<file path="src/design/bba_pkg.sv">
// ----------------------------------------------------------------------------
// bba_pkg
// Shared constants and controller/datapath types for the bitmap block
// allocator.
// ----------------------------------------------------------------------------
`default_nettype none

package bba_pkg;

    // Defaults for the top-level parameters
    localparam int MAX_BLOCKS_DEF = 1024;
    localparam int WORD_BITS_DEF  = 32;

    // Fixed field widths
    localparam int ADDR_W = 48;
    localparam int CNT_W  = 11;
    localparam int BS_W   = 17;
    localparam int CFG_W  = 64;
    localparam int PADDR_W = 5;

    // Configuration register indexes
    localparam logic [1:0] REG_TOTAL_BLOCKS = 2'd0;
    localparam logic [1:0] REG_BLOCK_SIZE   = 2'd1;
    localparam logic [1:0] REG_BASE_ADDRESS = 2'd2;

    // Request kinds
    localparam logic KIND_ALLOC = 1'b0;
    localparam logic KIND_FREE  = 1'b1;

    // Datapath operations, one per controller step
    typedef enum logic [4:0] {
        OP_NONE,
        OP_CLEAR,
        OP_ACCEPT,
        OP_A_RD,
        OP_A_BIT,
        OP_A_MUL,
        OP_A_ADD,
        OP_M_RD,
        OP_M_LD,
        OP_M_BIT,
        OP_M_WR,
        OP_F0,
        OP_F1,
        OP_F2,
        OP_DIV,
        OP_F_MARK,
        OP_DONE
    } op_t;

    typedef struct packed {
        op_t  op;
        logic ok;
    } cmd_t;

    typedef struct packed {
        logic clr_last;
        logic is_free;
        logic alloc_bad;
        logic i_end;
        logic hit;
        logic b_last;
        logic flush;
        logic k_zero;
        logic fail1;
        logic end_gt;
        logic div_last;
        logic cnt_zero;
        logic out_free;
    } stat_t;

endpackage

`default_nettype wire

</file>
<file path="src/design/bba_if.sv">
// ----------------------------------------------------------------------------
// bba_if
// Request and response channels of the bitmap block allocator.
// ----------------------------------------------------------------------------
`default_nettype none

interface bba_req_if import bba_pkg::*; ();
    logic              valid;
    logic              ready;
    logic              kind;
    logic [CNT_W-1:0]  count;
    logic [ADDR_W-1:0] address;

    modport source (output valid, kind, count, address, input ready);
    modport sink   (input valid, kind, count, address, output ready);
endinterface

interface bba_rsp_if import bba_pkg::*; ();
    logic              valid;
    logic              ready;
    logic              ok;
    logic [ADDR_W-1:0] block_address;
    logic [CNT_W-1:0]  free_count;

    modport source (output valid, ok, block_address, free_count, input ready);
    modport sink   (input valid, ok, block_address, free_count, output ready);
endinterface

`default_nettype wire

</file>
<file path="src/design/bba_ctrl.sv">
// ----------------------------------------------------------------------------
// bba_ctrl
// Sequencer: map clear, first-fit scan, run marking and free range checks.
// ----------------------------------------------------------------------------
`default_nettype none

module bba_ctrl import bba_pkg::*;
(
    input  wire logic  clk,
    input  wire logic  rst_n,
    input  wire logic  in_valid,
    output logic       in_ready,
    input  wire logic  clear_start,
    input  wire stat_t stat,
    output cmd_t       cmd
);

    typedef enum logic [15:0] {
        S_CLEAR = 16'h0001,
        S_IDLE  = 16'h0002,
        S_A_RD  = 16'h0004,
        S_A_BIT = 16'h0008,
        S_A_MUL = 16'h0010,
        S_A_ADD = 16'h0020,
        S_M_RD  = 16'h0040,
        S_M_LD  = 16'h0080,
        S_M_BIT = 16'h0100,
        S_M_WR  = 16'h0200,
        S_F0    = 16'h0400,
        S_F1    = 16'h0800,
        S_F2    = 16'h1000,
        S_DIV1  = 16'h2000,
        S_FMARK = 16'h4000,
        S_DONE  = 16'h8000
    } state_t;

    state_t state_reg, state_next;
    logic   ok_reg, ok_next;

    // Next state
    always_comb
    begin
        state_next = state_reg;
        ok_next    = ok_reg;
        case (state_reg)
            S_CLEAR: if (stat.clr_last) state_next = S_IDLE;
            S_IDLE:
            begin
                if (in_valid)
                begin
                    if (stat.is_free)
                        state_next = S_F0;
                    else if (stat.alloc_bad)
                    begin
                        state_next = S_DONE;
                        ok_next    = 1'b0;
                    end
                    else
                        state_next = S_A_RD;
                end
            end
            S_A_RD:
            begin
                if (stat.i_end)
                begin
                    state_next = S_DONE;
                    ok_next    = 1'b0;
                end
                else
                    state_next = S_A_BIT;
            end
            S_A_BIT:
            begin
                if (stat.i_end)
                begin
                    state_next = S_DONE;
                    ok_next    = 1'b0;
                end
                else if (stat.hit)
                    state_next = S_A_MUL;
                else if (stat.b_last)
                    state_next = S_A_RD;
            end
            S_A_MUL: state_next = S_A_ADD;
            S_A_ADD:
            begin
                state_next = S_M_RD;
                ok_next    = 1'b1;
            end
            S_M_RD: state_next = S_M_LD;
            S_M_LD: state_next = S_M_BIT;
            S_M_BIT: if (stat.flush) state_next = S_M_WR;
            S_M_WR: state_next = stat.k_zero ? S_DONE : S_M_RD;
            S_F0: state_next = S_F1;
            S_F1:
            begin
                if (stat.fail1)
                begin
                    state_next = S_DONE;
                    ok_next    = 1'b0;
                end
                else
                    state_next = S_F2;
            end
            S_F2:
            begin
                if (stat.end_gt)
                begin
                    state_next = S_DONE;
                    ok_next    = 1'b0;
                end
                else
                    state_next = S_DIV1;
            end
            S_DIV1: if (stat.div_last) state_next = S_FMARK;
            S_FMARK:
            begin
                ok_next    = 1'b1;
                state_next = stat.cnt_zero ? S_DONE : S_M_RD;
            end
            S_DONE: if (stat.out_free) state_next = S_IDLE;
            default: state_next = S_CLEAR;
        endcase
        if (clear_start)
            state_next = S_CLEAR;
    end

    // Command decode
    always_comb
    begin
        cmd.ok = ok_reg;
        case (state_reg)
            S_CLEAR: cmd.op = OP_CLEAR;
            S_IDLE:  cmd.op = in_valid ? OP_ACCEPT : OP_NONE;
            S_A_RD:  cmd.op = OP_A_RD;
            S_A_BIT: cmd.op = OP_A_BIT;
            S_A_MUL: cmd.op = OP_A_MUL;
            S_A_ADD: cmd.op = OP_A_ADD;
            S_M_RD:  cmd.op = OP_M_RD;
            S_M_LD:  cmd.op = OP_M_LD;
            S_M_BIT: cmd.op = OP_M_BIT;
            S_M_WR:  cmd.op = OP_M_WR;
            S_F0:    cmd.op = OP_F0;
            S_F1:    cmd.op = OP_F1;
            S_F2:    cmd.op = OP_F2;
            S_DIV1:  cmd.op = OP_DIV;
            S_FMARK: cmd.op = OP_F_MARK;
            S_DONE:  cmd.op = OP_DONE;
            default: cmd.op = OP_NONE;
        endcase
    end

    assign in_ready = (state_reg == S_IDLE);

    always_ff @(posedge clk or negedge rst_n)
    begin
        if (!rst_n)
        begin
            state_reg <= S_CLEAR;
            ok_reg    <= 1'b0;
        end
        else
        begin
            state_reg <= state_next;
            ok_reg    <= ok_next;
        end
    end

endmodule

`default_nettype wire

</file>
<file path="src/design/bba_dp.sv">
// ----------------------------------------------------------------------------
// bba_dp
// Datapath: used-bit map memory, scan and mark counters, shared multiplier,
// restoring divider, configuration registers and response register.
// ----------------------------------------------------------------------------
`default_nettype none

module bba_dp import bba_pkg::*;
#(
    parameter int MAX_BLOCKS = MAX_BLOCKS_DEF,
    parameter int WORD_BITS  = WORD_BITS_DEF
)
(
    input  wire logic              clk,
    input  wire logic              rst_n,
    input  wire cmd_t              cmd,
    output stat_t                  stat,
    // request payload
    input  wire logic              in_kind,
    input  wire logic [CNT_W-1:0]  in_count,
    input  wire logic [ADDR_W-1:0] in_address,
    // configuration
    input  wire logic              cfg_we,
    input  wire logic [1:0]        cfg_idx,
    input  wire logic [CFG_W-1:0]  cfg_wdata,
    output logic [CFG_W-1:0]       cfg_rdata,
    // response
    bba_rsp_if.source              rsp
);

    localparam int IW = $clog2(MAX_BLOCKS + 1);
    localparam int PW = (IW > CNT_W) ? IW : CNT_W;
    localparam int MW = PW + BS_W;
    localparam int MAP_WORDS = (MAX_BLOCKS + WORD_BITS - 1) / WORD_BITS;
    localparam int AW = (MAP_WORDS > 1) ? $clog2(MAP_WORDS) : 1;
    localparam int LW = $clog2(WORD_BITS);
    localparam int RW = ADDR_W + 1;
    localparam int SW = $clog2(IW);
    localparam int RST_POOL = (MAX_BLOCKS < 1024) ? MAX_BLOCKS : 1024;

    // Configuration registers
    logic [CNT_W-1:0]  total_reg;
    logic [BS_W-1:0]   bsize_reg;
    logic [ADDR_W-1:0] base_reg;

    // Map memory
    logic [WORD_BITS-1:0] map_mem [MAP_WORDS];
    logic [WORD_BITS-1:0] rd_data_reg;
    logic [AW-1:0]        clr_ptr_reg;

    // Request and scan state
    logic              kind_reg;
    logic [CNT_W-1:0]  count_reg;
    logic [ADDR_W-1:0] addr_reg;
    logic [IW-1:0]     i_reg;
    logic [AW-1:0]     w_reg;
    logic [LW-1:0]     b_reg;
    logic [CNT_W-1:0]  run_reg;
    logic [IW-1:0]     start_reg;
    logic [AW-1:0]     sw_reg;
    logic [LW-1:0]     sb_reg;

    // Mark state
    logic [WORD_BITS-1:0] wbuf_reg;
    logic [AW-1:0]        mw_reg;
    logic [LW-1:0]        mb_reg;
    logic [CNT_W-1:0]     k_reg;
    logic                 mval_reg;

    // Arithmetic
    logic [MW-1:0]     mul_reg;
    logic [RW-1:0]     off_reg;
    logic [RW-1:0]     end_reg;
    logic [ADDR_W-1:0] res_addr_reg;
    logic [RW-1:0]     rem_reg;
    logic [RW-1:0]     dsh_reg;
    logic [IW-1:0]     q_reg;
    logic [SW-1:0]     step_reg;

    // Free counter and response
    logic [CNT_W-1:0]  free_reg;
    logic              out_valid_reg;
    logic              out_ok_reg;
    logic [ADDR_W-1:0] out_addr_reg;
    logic [CNT_W-1:0]  out_free_reg;

    logic [PW-1:0]     pool_pw;
    logic [CNT_W-1:0]  pool;
    logic [PW-1:0]     wr_total_pw;
    logic [CNT_W-1:0]  wr_pool;
    logic [PW-1:0]     mul_a;
    logic              out_free;
    logic [CNT_W:0]    free_sum;
    logic [CNT_W-1:0]  free_upd;
    logic              div_ge;

    // Pool size
    assign pool_pw = (PW'(total_reg) > PW'(MAX_BLOCKS)) ? PW'(MAX_BLOCKS) : PW'(total_reg);
    assign pool    = pool_pw[CNT_W-1:0];
    assign wr_total_pw = PW'(cfg_wdata[CNT_W-1:0]);
    assign wr_pool = (wr_total_pw > PW'(MAX_BLOCKS)) ? CNT_W'(MAX_BLOCKS)
                                                     : cfg_wdata[CNT_W-1:0];

    // Shared multiplier operand
    always_comb
    begin
        case (cmd.op)
            OP_A_MUL: mul_a = PW'(start_reg);
            OP_F0:    mul_a = PW'(count_reg);
            default:  mul_a = pool_pw;
        endcase
    end

    assign div_ge   = (rem_reg >= dsh_reg);
    assign out_free = !out_valid_reg || rsp.ready;

    // Free counter after a successful operation
    assign free_sum = {1'b0, free_reg} + {1'b0, count_reg};
    always_comb
    begin
        if (kind_reg == KIND_ALLOC)
            free_upd = free_reg - count_reg;
        else if (free_sum > {1'b0, pool})
            free_upd = pool;
        else
            free_upd = free_sum[CNT_W-1:0];
    end

    // Status
    always_comb
    begin
        stat.clr_last  = (clr_ptr_reg == AW'(MAP_WORDS - 1));
        stat.is_free   = (in_kind == KIND_FREE);
        stat.alloc_bad = (in_count == '0) || (in_count > free_reg);
        stat.i_end     = (PW'(i_reg) == pool_pw);
        stat.hit       = !rd_data_reg[b_reg] &&
                         ({1'b0, run_reg} + 1'b1 == {1'b0, count_reg});
        stat.b_last    = (b_reg == LW'(WORD_BITS - 1));
        stat.flush     = (k_reg == CNT_W'(1)) || (mb_reg == LW'(WORD_BITS - 1));
        stat.k_zero    = (k_reg == '0);
        stat.fail1     = (bsize_reg == '0) || off_reg[RW-1];
        stat.end_gt    = (end_reg > RW'(mul_reg));
        stat.div_last  = (step_reg == '0);
        stat.cnt_zero  = (count_reg == '0);
        stat.out_free  = out_free;
    end

    // Map memory: single write port, registered read
    always_ff @(posedge clk)
    begin
        if (cmd.op == OP_CLEAR)
            map_mem[clr_ptr_reg] <= '0;
        else if (cmd.op == OP_M_WR)
            map_mem[mw_reg] <= wbuf_reg;
        if (cmd.op == OP_A_RD)
            rd_data_reg <= map_mem[w_reg];
        else if (cmd.op == OP_M_RD)
            rd_data_reg <= map_mem[mw_reg];
    end

    // Payload and working registers
    always_ff @(posedge clk)
    begin
        case (cmd.op)
            OP_ACCEPT:
            begin
                kind_reg  <= in_kind;
                count_reg <= in_count;
                addr_reg  <= in_address;
                i_reg     <= '0;
                w_reg     <= '0;
                b_reg     <= '0;
                run_reg   <= '0;
            end
            OP_A_BIT:
            begin
                if (rd_data_reg[b_reg])
                    run_reg <= '0;
                else
                begin
                    if (run_reg == '0)
                    begin
                        start_reg <= i_reg;
                        sw_reg    <= w_reg;
                        sb_reg    <= b_reg;
                    end
                    run_reg <= run_reg + 1'b1;
                end
                i_reg <= i_reg + 1'b1;
                if (b_reg == LW'(WORD_BITS - 1))
                begin
                    b_reg <= '0;
                    w_reg <= w_reg + 1'b1;
                end
                else
                    b_reg <= b_reg + 1'b1;
            end
            OP_A_MUL: mul_reg <= mul_a * MW'(bsize_reg);
            OP_A_ADD:
            begin
                res_addr_reg <= base_reg + ADDR_W'(mul_reg);
                mw_reg   <= sw_reg;
                mb_reg   <= sb_reg;
                k_reg    <= count_reg;
                mval_reg <= 1'b1;
            end
            OP_M_LD: wbuf_reg <= rd_data_reg;
            OP_M_BIT:
            begin
                wbuf_reg[mb_reg] <= mval_reg;
                k_reg <= k_reg - 1'b1;
                mb_reg <= (mb_reg == LW'(WORD_BITS - 1)) ? '0 : mb_reg + 1'b1;
            end
            OP_M_WR: mw_reg <= mw_reg + 1'b1;
            OP_F0:
            begin
                off_reg <= {1'b0, addr_reg} - {1'b0, base_reg};
                mul_reg <= mul_a * MW'(bsize_reg);
            end
            OP_F1:
            begin
                end_reg <= off_reg + RW'(mul_reg);
                mul_reg <= mul_a * MW'(bsize_reg);
            end
            OP_F2:
            begin
                rem_reg  <= off_reg;
                dsh_reg  <= RW'(bsize_reg) << (IW - 1);
                step_reg <= SW'(IW - 1);
            end
            OP_DIV:
            begin
                if (div_ge)
                    rem_reg <= rem_reg - dsh_reg;
                q_reg    <= {q_reg[IW-2:0], div_ge};
                dsh_reg  <= dsh_reg >> 1;
                step_reg <= step_reg - 1'b1;
            end
            OP_F_MARK:
            begin
                // first block index split into map word and bit
                mw_reg   <= AW'(q_reg / WORD_BITS);
                mb_reg   <= LW'(q_reg % WORD_BITS);
                k_reg    <= count_reg;
                mval_reg <= 1'b0;
            end
            default: ;
        endcase
    end

    // Configuration, free counter, clear pointer, response valid
    always_ff @(posedge clk or negedge rst_n)
    begin
        if (!rst_n)
        begin
            total_reg     <= CNT_W'(1024);
            bsize_reg     <= BS_W'(64);
            base_reg      <= '0;
            free_reg      <= CNT_W'(RST_POOL);
            clr_ptr_reg   <= '0;
            out_valid_reg <= 1'b0;
        end
        else
        begin
            if (cmd.op == OP_CLEAR)
                clr_ptr_reg <= clr_ptr_reg + 1'b1;
            if (cmd.op == OP_DONE && out_free)
            begin
                out_valid_reg <= 1'b1;
                if (cmd.ok)
                    free_reg <= free_upd;
            end
            else if (rsp.ready)
                out_valid_reg <= 1'b0;
            if (cfg_we)
            begin
                case (cfg_idx)
                    REG_TOTAL_BLOCKS:
                    begin
                        total_reg   <= cfg_wdata[CNT_W-1:0];
                        free_reg    <= wr_pool;
                        clr_ptr_reg <= '0;
                    end
                    REG_BLOCK_SIZE:   bsize_reg <= cfg_wdata[BS_W-1:0];
                    REG_BASE_ADDRESS: base_reg  <= cfg_wdata[ADDR_W-1:0];
                    default: ;
                endcase
            end
        end
    end

    // Response payload
    always_ff @(posedge clk)
    begin
        if (cmd.op == OP_DONE && out_free)
        begin
            out_ok_reg   <= cmd.ok;
            out_addr_reg <= (cmd.ok && kind_reg == KIND_ALLOC) ? res_addr_reg : '0;
            out_free_reg <= cmd.ok ? free_upd : free_reg;
        end
    end

    // Register read-back
    always_comb
    begin
        case (cfg_idx)
            REG_TOTAL_BLOCKS: cfg_rdata = CFG_W'(total_reg);
            REG_BLOCK_SIZE:   cfg_rdata = CFG_W'(bsize_reg);
            REG_BASE_ADDRESS: cfg_rdata = CFG_W'(base_reg);
            default:          cfg_rdata = '0;
        endcase
    end

    assign rsp.valid         = out_valid_reg;
    assign rsp.ok            = out_ok_reg;
    assign rsp.block_address = out_addr_reg;
    assign rsp.free_count    = out_free_reg;

endmodule

`default_nettype wire

</file>
<file path="src/design/bitmap_block_allocator.sv">
// ----------------------------------------------------------------------------
// bitmap_block_allocator
// First-fit contiguous block allocator over a used-bit map.
//
// Channels: req carries kind (allocate/free), count and address; rsp returns
// ok, block_address and free_count, one response per request, in order.
// Registers on the APB port: total_blocks at 0x0, block size at 0x8,
// base_address at 0x10 (64-bit data). Writing total_blocks clears the map.
// One request is worked at a time; req.ready is high only when idle.
// Allocate: accept, then one map read per word scanned and a bit test per
// bit scanned (the whole pool when no run fits), a multiply and an add to
// form the address, and per map word a read, a load, one update per bit and
// a write-back to mark the run (one bit per cycle on the single map port),
// then the response. Free: accept, range check, the bit-serial divide by
// the block size and the response, plus the same marking when the range
// is accepted.
// Reset and a total_blocks write start a clearing pass over every map word
// (one map word per cycle) with req.ready low.
// A finished response sits in an output register; while rsp stalls the
// block waits at completion of the next request until the register frees.
// ----------------------------------------------------------------------------
`default_nettype none

module bitmap_block_allocator import bba_pkg::*;
#(
    parameter int MAX_BLOCKS = MAX_BLOCKS_DEF,
    parameter int WORD_BITS  = WORD_BITS_DEF
)
(
    input  wire logic               clk,
    input  wire logic               rst_n,
    bba_req_if.sink                 req,
    bba_rsp_if.source               rsp,
    input  wire logic               psel,
    input  wire logic               penable,
    input  wire logic               pwrite,
    input  wire logic [PADDR_W-1:0] paddr,
    input  wire logic [CFG_W-1:0]   pwdata,
    output logic [CFG_W-1:0]        prdata,
    output logic                    pready
);

    cmd_t       cmd;
    stat_t      stat;
    logic       cfg_we;
    logic [1:0] cfg_idx;
    logic       clear_start;

    // APB decode
    assign pready      = 1'b1;
    assign cfg_idx     = paddr[4:3];
    assign cfg_we      = psel && penable && pwrite && pready;
    assign clear_start = cfg_we && (cfg_idx == REG_TOTAL_BLOCKS);

    bba_ctrl u_ctrl (
        .clk         (clk),
        .rst_n       (rst_n),
        .in_valid    (req.valid),
        .in_ready    (req.ready),
        .clear_start (clear_start),
        .stat        (stat),
        .cmd         (cmd)
    );

    bba_dp #(
        .MAX_BLOCKS (MAX_BLOCKS),
        .WORD_BITS  (WORD_BITS)
    ) u_dp (
        .clk        (clk),
        .rst_n      (rst_n),
        .cmd        (cmd),
        .stat       (stat),
        .in_kind    (req.kind),
        .in_count   (req.count),
        .in_address (req.address),
        .cfg_we     (cfg_we),
        .cfg_idx    (cfg_idx),
        .cfg_wdata  (pwdata),
        .cfg_rdata  (prdata),
        .rsp        (rsp)
    );

endmodule

`default_nettype wire
</file>
<file path="src/flat_wrapper.sv">
// flat-port wrapper written by rule: the top's interface ports become plain ports
module bitmap_block_allocator_flat import bba_pkg::*;
#(
    parameter int MAX_BLOCKS = MAX_BLOCKS_DEF,
    parameter int WORD_BITS  = WORD_BITS_DEF
)
  (clk, rst_n, psel, penable, pwrite, paddr, pwdata, prdata, pready, req_valid, req_kind, req_count, req_address, req_ready, rsp_valid, rsp_ok, rsp_block_address, rsp_free_count, rsp_ready);
  bba_req_if req_i ();
  bba_rsp_if rsp_i ();
  input  wire logic clk;
  input  wire logic rst_n;
  input  wire logic psel;
  input  wire logic penable;
  input  wire logic pwrite;
  input  wire logic [PADDR_W-1:0] paddr;
  input  wire logic [CFG_W-1:0] pwdata;
  output logic [CFG_W-1:0] prdata;
  output logic pready;
  input wire logic [$bits(req_i.valid)-1:0] req_valid;
  input wire logic [$bits(req_i.kind)-1:0] req_kind;
  input wire logic [$bits(req_i.count)-1:0] req_count;
  input wire logic [$bits(req_i.address)-1:0] req_address;
  output wire logic [$bits(req_i.ready)-1:0] req_ready;
  output wire logic [$bits(rsp_i.valid)-1:0] rsp_valid;
  output wire logic [$bits(rsp_i.ok)-1:0] rsp_ok;
  output wire logic [$bits(rsp_i.block_address)-1:0] rsp_block_address;
  output wire logic [$bits(rsp_i.free_count)-1:0] rsp_free_count;
  input wire logic [$bits(rsp_i.ready)-1:0] rsp_ready;
  assign req_i.valid = req_valid;
  assign req_i.kind = req_kind;
  assign req_i.count = req_count;
  assign req_i.address = req_address;
  assign req_ready = req_i.ready;
  assign rsp_valid = rsp_i.valid;
  assign rsp_ok = rsp_i.ok;
  assign rsp_block_address = rsp_i.block_address;
  assign rsp_free_count = rsp_i.free_count;
  assign rsp_i.ready = rsp_ready;
  bitmap_block_allocator #(.MAX_BLOCKS(MAX_BLOCKS), .WORD_BITS(WORD_BITS)) u_core (.clk(clk), .rst_n(rst_n), .req(req_i), .rsp(rsp_i), .psel(psel), .penable(penable), .pwrite(pwrite), .paddr(paddr), .pwdata(pwdata), .prdata(prdata), .pready(pready));
endmodule
</file>
<file path="config.mk">
export PLATFORM = sky130hd
export DESIGN_NAME = bitmap_block_allocator_flat
export DESIGN_NICKNAME = d
export VERILOG_FILES = /design/src/design/bba_pkg.sv /design/src/design/bba_if.sv /design/src/design/bba_ctrl.sv /design/src/design/bba_dp.sv /design/src/design/bitmap_block_allocator.sv /design/src/flat_wrapper.sv
export SDC_FILE = /design/constraint.sdc
export NUM_CORES = 2
export LEC_CHECK = 0
export BUFFER_PORTS_ARGS = -buffer_cell sky130_fd_sc_hd__clkbuf_2
export CAP_MARGIN = 5
export CORE_ASPECT_RATIO = 1.5
export CORE_MARGIN = 1
export CORE_UTILIZATION = 45
export CTS_CLUSTER_SIZE = 28
export DETAILED_ROUTE_END_ITERATION = 6
export HOLD_SLACK_MARGIN = 0.1
export SLEW_MARGIN = 20
export SYNTH_ARGS = -nofsm -noshare
export SYNTH_HDL_FRONTEND = slang
export SYNTH_SLANG_ARGS = --single-unit
export TNS_END_PERCENT = 1
</file>
<file path="constraint.sdc">
create_clock -name clk -period 19.6 [get_ports clk]
set_input_delay 2.94 -clock clk [delete_from_list [all_inputs] [get_ports clk]]
set_output_delay 2.94 -clock clk [all_outputs]
set_load 0.05 [all_outputs]
</file>
==> reports/qor_table.md <==
| Quantity | This run |
|:---|:---|
| Run status | completed |
| Max reg flops | 1024 |
| Clock tree from TritonCTS | built |
| Number of global-route vias before repair | 56900 |
| Count of H-tree levels built during CTS | 4 |
| Pin count of the biggest net entering global routing | 96 |
| Utilization after layout | 50.4% |
| Power density of the placed cells | 104 mW/mm2 |
| Post-CTS sizing | 0 |
| Wire length of the first global-routing pass | 370000 um |
| Layout net count | 6883 |
| Worst min-delay path startpoint | u_core.u_dp.q_reg[1]$_DFFE_PN_ |
| Fraction of registers with async set or reset after synthesis | 6.60% |
| Worst hold path endpoint | u_core.u_dp.q_reg[2]$_DFFE_PN_ |
| Number of violations of the max-capacitance limit | 0 |
| Critical path class | reg -> reg |
| Most common library cells after synthesis | 1547 x edfxtp_1, 650 x mux4_2, 489 x nand2_1, 334 x inv_1, 306 x o21ai_0 |
| Worst supply voltage drop on vdd | 0.0685 mV |
| Data arrival time of the worst path | 9700 ps |
| Hold WC Path Type | reg -> reg |
| Final clock period utilization by the worst path | 46.7% |
| Sort of element at the end of the critical path | flop |
| Number of cell rows | 199 |
| Startpoint of the most critical register-to-register path | u_core.u_ctrl.state_reg[13]$_DFFE_PN0P_ |
| Quantity of hold-fixing buffers added after cts | 0 |
| DIE AREA | 0.200 mm2 |
| Clock transition at the registers of the reported paths | 60 ps |
| Top-Level Pins | 263 |
| Detailed-route vias per instance | 6.04 |
| Shortest period the worst path allows | 9150 ps |
| Net switching component of the power | 3.20 mW |
| Biggest area consumer among synthesized cells | edfxtp_1 |
| Count of buffers added by post-CTS timing repair for setup | 0 |
| Setup Skew | 84.9 ps |
| Share of power burned in the clock network | 31.9% |
| Starting utilization of the core area | 45.4% |
| Average detailed-routed wire length per instance | 27.7 um |
| Cell with the largest stage delay on the worst path | nor3b_2 |
| Filler cell count in the final layout | 16700 |
| DRC violation count after routing | 0 |
| Relative slew margins | 16.7% |
| Top achievable clock speed | 109 MHz |
| Fraction of power consumed by sequential logic | 42.6% |
| Ratio of cells with drive above 1 in the final layout | 21.5% |
| Number of max-slew violations in the final report | 0 |
| CTS root buffer | clkbuf_16 |
| Detailed Routing Iterations Pass 1 | 5 |
| Number of sinks handled by clock tree synthesis | 1667 |
| Slew at the pin closest to its max-slew limit | 1250 ps |
| Total CTS buffers | 176 |
| Flops & latches, synth | 1667 |
| CP Data Required Time | 20150 ps |
| EDFF count, synth | 1547 |
| RSZ-0062 raised after global routing | no |
| Final Routed Wirelength | 251000 um |
| Port buffer count | 226 |
| Average cell area after synthesis | 14.5 um2 |
| Overall Global Routing Usage | 25.3% |
| Switching share of power | 31.0% |
| Library cell appearing most often on the critical path | fa_1 |
| Synthesis warning total | 0 |
| Number of antenna violations at the first check in global routing | 11 |
| Delay of the slowest cell on the worst path | 810 ps |
| DR vias | 54800 |
| GPL Wtd Cong | 0.885 |
| Length in cells of the worst reg-to-reg path | 26 |
| Setup-violating endpoint count in the final report | 0 |
| Worst hold path cell count | 0 |
| Clock latency at the later pin of the worst-skew pair | 870 ps |
| Register with the highest flop count | u_core.u_dp.map_mem |
| Combinational Power Share | 25.5% |
| Global-route congestion overflow total | 0 |
| HPWL after DPL | 161000 um |
| Accumulated negative setup slack | 0 ps |
| Area growth from synthesis to layout | 11.2% |
| Worst setup slack for register-to-register paths | 10450 ps |
| R2r endpoint | u_core.u_dp.mul_reg[27]$_DFFE_PP_ |
| Height of the chip | 547 um |
| Antenna viol nets, final | 0 |
| Number of hold violations in the final report | 0 |
| Cell variety after synth | 85 |
| Total core area | 0.196 mm2 |
| Horiz. Die Dim | 365 um |
| Top cells by area, synth | edfxtp_1 52%, mux4_2 16%, ha_1 4.0% |
| Gate count of the mapped netlist | 6117 |
| Netlist Area Pre-Place | 0.0890 mm2 |
| Most used flip-flop cell after synthesis | edfxtp_1 |
| Top cell type's share of synthesized area | 52.2% |
| Sequential area share after synthesis | 55.5% |
| 1st-iter DRT viols | 4446 |
| CP startpoint kind | flop |
| Clock Tree Buf Depth | 4 |
| Highest fanout seen on the critical path | 17 |
| Most frequent cell after synthesis | edfxtp_1 |
| LEAKAGE | 33.7 nW |
| Power Internal | 7.13 mW |
[layout make-up]
cell class	instances	area [um2]	area share, %
Sequential cell	1667	49400	50.0
Multi-Input combinational cell	3805	37500	37.8
Clock buffer	218	4670	4.72
Tap cell	2613	3270	3.30
Timing Repair Buffer	336	2030	2.05
Inverter	336	1260	1.28
Clock inverter	86	831	0.839
Antenna cell	7	17.5	0.0177
[power groups by stage]
stage	Sequential (mW)	Combinational (mW)	Clock, mW
floorplan	4.35	1.93	0
global placement	4.46	2.60	0
detailed placement	4.47	2.63	0
CTS	4.40	2.64	3.36
global route	4.43	2.91	3.48
finish	4.40	2.63	3.30
[per-stage QoR]
stage	std cells	setup slack [ps]	power, mW	area, um2	hold slack, ps
after floorplan	6132	10310	6.29	89100	423
after CTS	9060	10480	10.4	98900	459
final	9068	10450	10.3	99000	459
after global placement	8755	10640	7.05	93400	438
after detailed placement	8756	10490	7.10	93400	435
after global routing	9064	10020	10.8	99000	462
[layer usage]
| layer | vias to the layer above | wire, um | track usage (%) |
|---|---|---|---|
| met2 | 1827 | 132000 | 45.2 |
| met3 | 555 | 14100 | 3.62 |
| met5 | - | 69 | 0 |
| met1 | 28500 | 93000 | 30.3 |
| li1 | 23900 | - | - |
| met4 | 10 | 11800 | 10.5 |
[worst max-delay path by stage]
stage                                            startpoint                           endpoint  slack, ps  cells past startpoint
floorplan            u_core.u_ctrl.state_reg[9]$_DFFE_PN0P_  u_core.u_dp.mul_reg[27]$_DFFE_PP_      10310                     29
global placement     u_core.u_ctrl.state_reg[3]$_DFFE_PN0P_  u_core.u_dp.mul_reg[27]$_DFFE_PP_      10640                     26
detailed placement   u_core.u_ctrl.state_reg[8]$_DFFE_PN0P_  u_core.u_dp.mul_reg[27]$_DFFE_PP_      10490                     26
CTS                  u_core.u_ctrl.state_reg[8]$_DFFE_PN0P_  u_core.u_dp.mul_reg[27]$_DFFE_PP_      10480                     26
global route        u_core.u_ctrl.state_reg[13]$_DFFE_PN0P_  u_core.u_dp.mul_reg[27]$_DFFE_PP_      10020                     26
finish              u_core.u_ctrl.state_reg[13]$_DFFE_PN0P_  u_core.u_dp.mul_reg[27]$_DFFE_PP_      10450                     26
[cell usage in the layout (no fill, tap or decap), types with 33 or more instances in the layout]
master	instances
a21o_1	98
a21oi_1	198
and2_1	220
and3_1	39
buf_4	106
clkbuf_1	33
clkbuf_16	178
clkbuf_2	225
dfrtp_1	106
edfxtp_1	1547
fa_1	140
ha_1	285
inv_1	332
mux2_2	57
mux2i_1	49
mux4_2	650
nand2_1	488
nand2b_1	37
nand3_1	84
nand4_1	43
nor2_1	267
nor2b_1	44
nor3_1	65
o21a_1	36
o21ai_0	303
xnor2_1	192
xor2_1	71
[critical path: cells and delay by family (launching register included)]
kind                     cells  cell delay, ps
AND/OR/NAND/NOR              8            3130
flip-flops                   1             420
AO/OA/AOI/OAI                8            2210
buffers and inverters        3             140
adder cells (fa/ha/maj)      6            2900
XOR/XNOR                     1              90
[logic make-up (layout without fill, tap and decap cells)]
group | after synthesis | in the layout | share of synthesized area [%]
other | 2 | 24 | 0.00844
AND/OR/NAND/NOR | 1481 | 1481 | 8.18
flip-flops | 1667 | 1667 | 55.5
XOR/XNOR | 264 | 264 | 2.61
multiplexers | 756 | 756 | 17.7
buffers and inverters | 660 | 976 | 2.86
AO/OA/AOI/OAI | 862 | 862 | 5.94
adder cells (fa/ha/maj) | 425 | 425 | 7.16
Power figures use the tool's default switching activity.
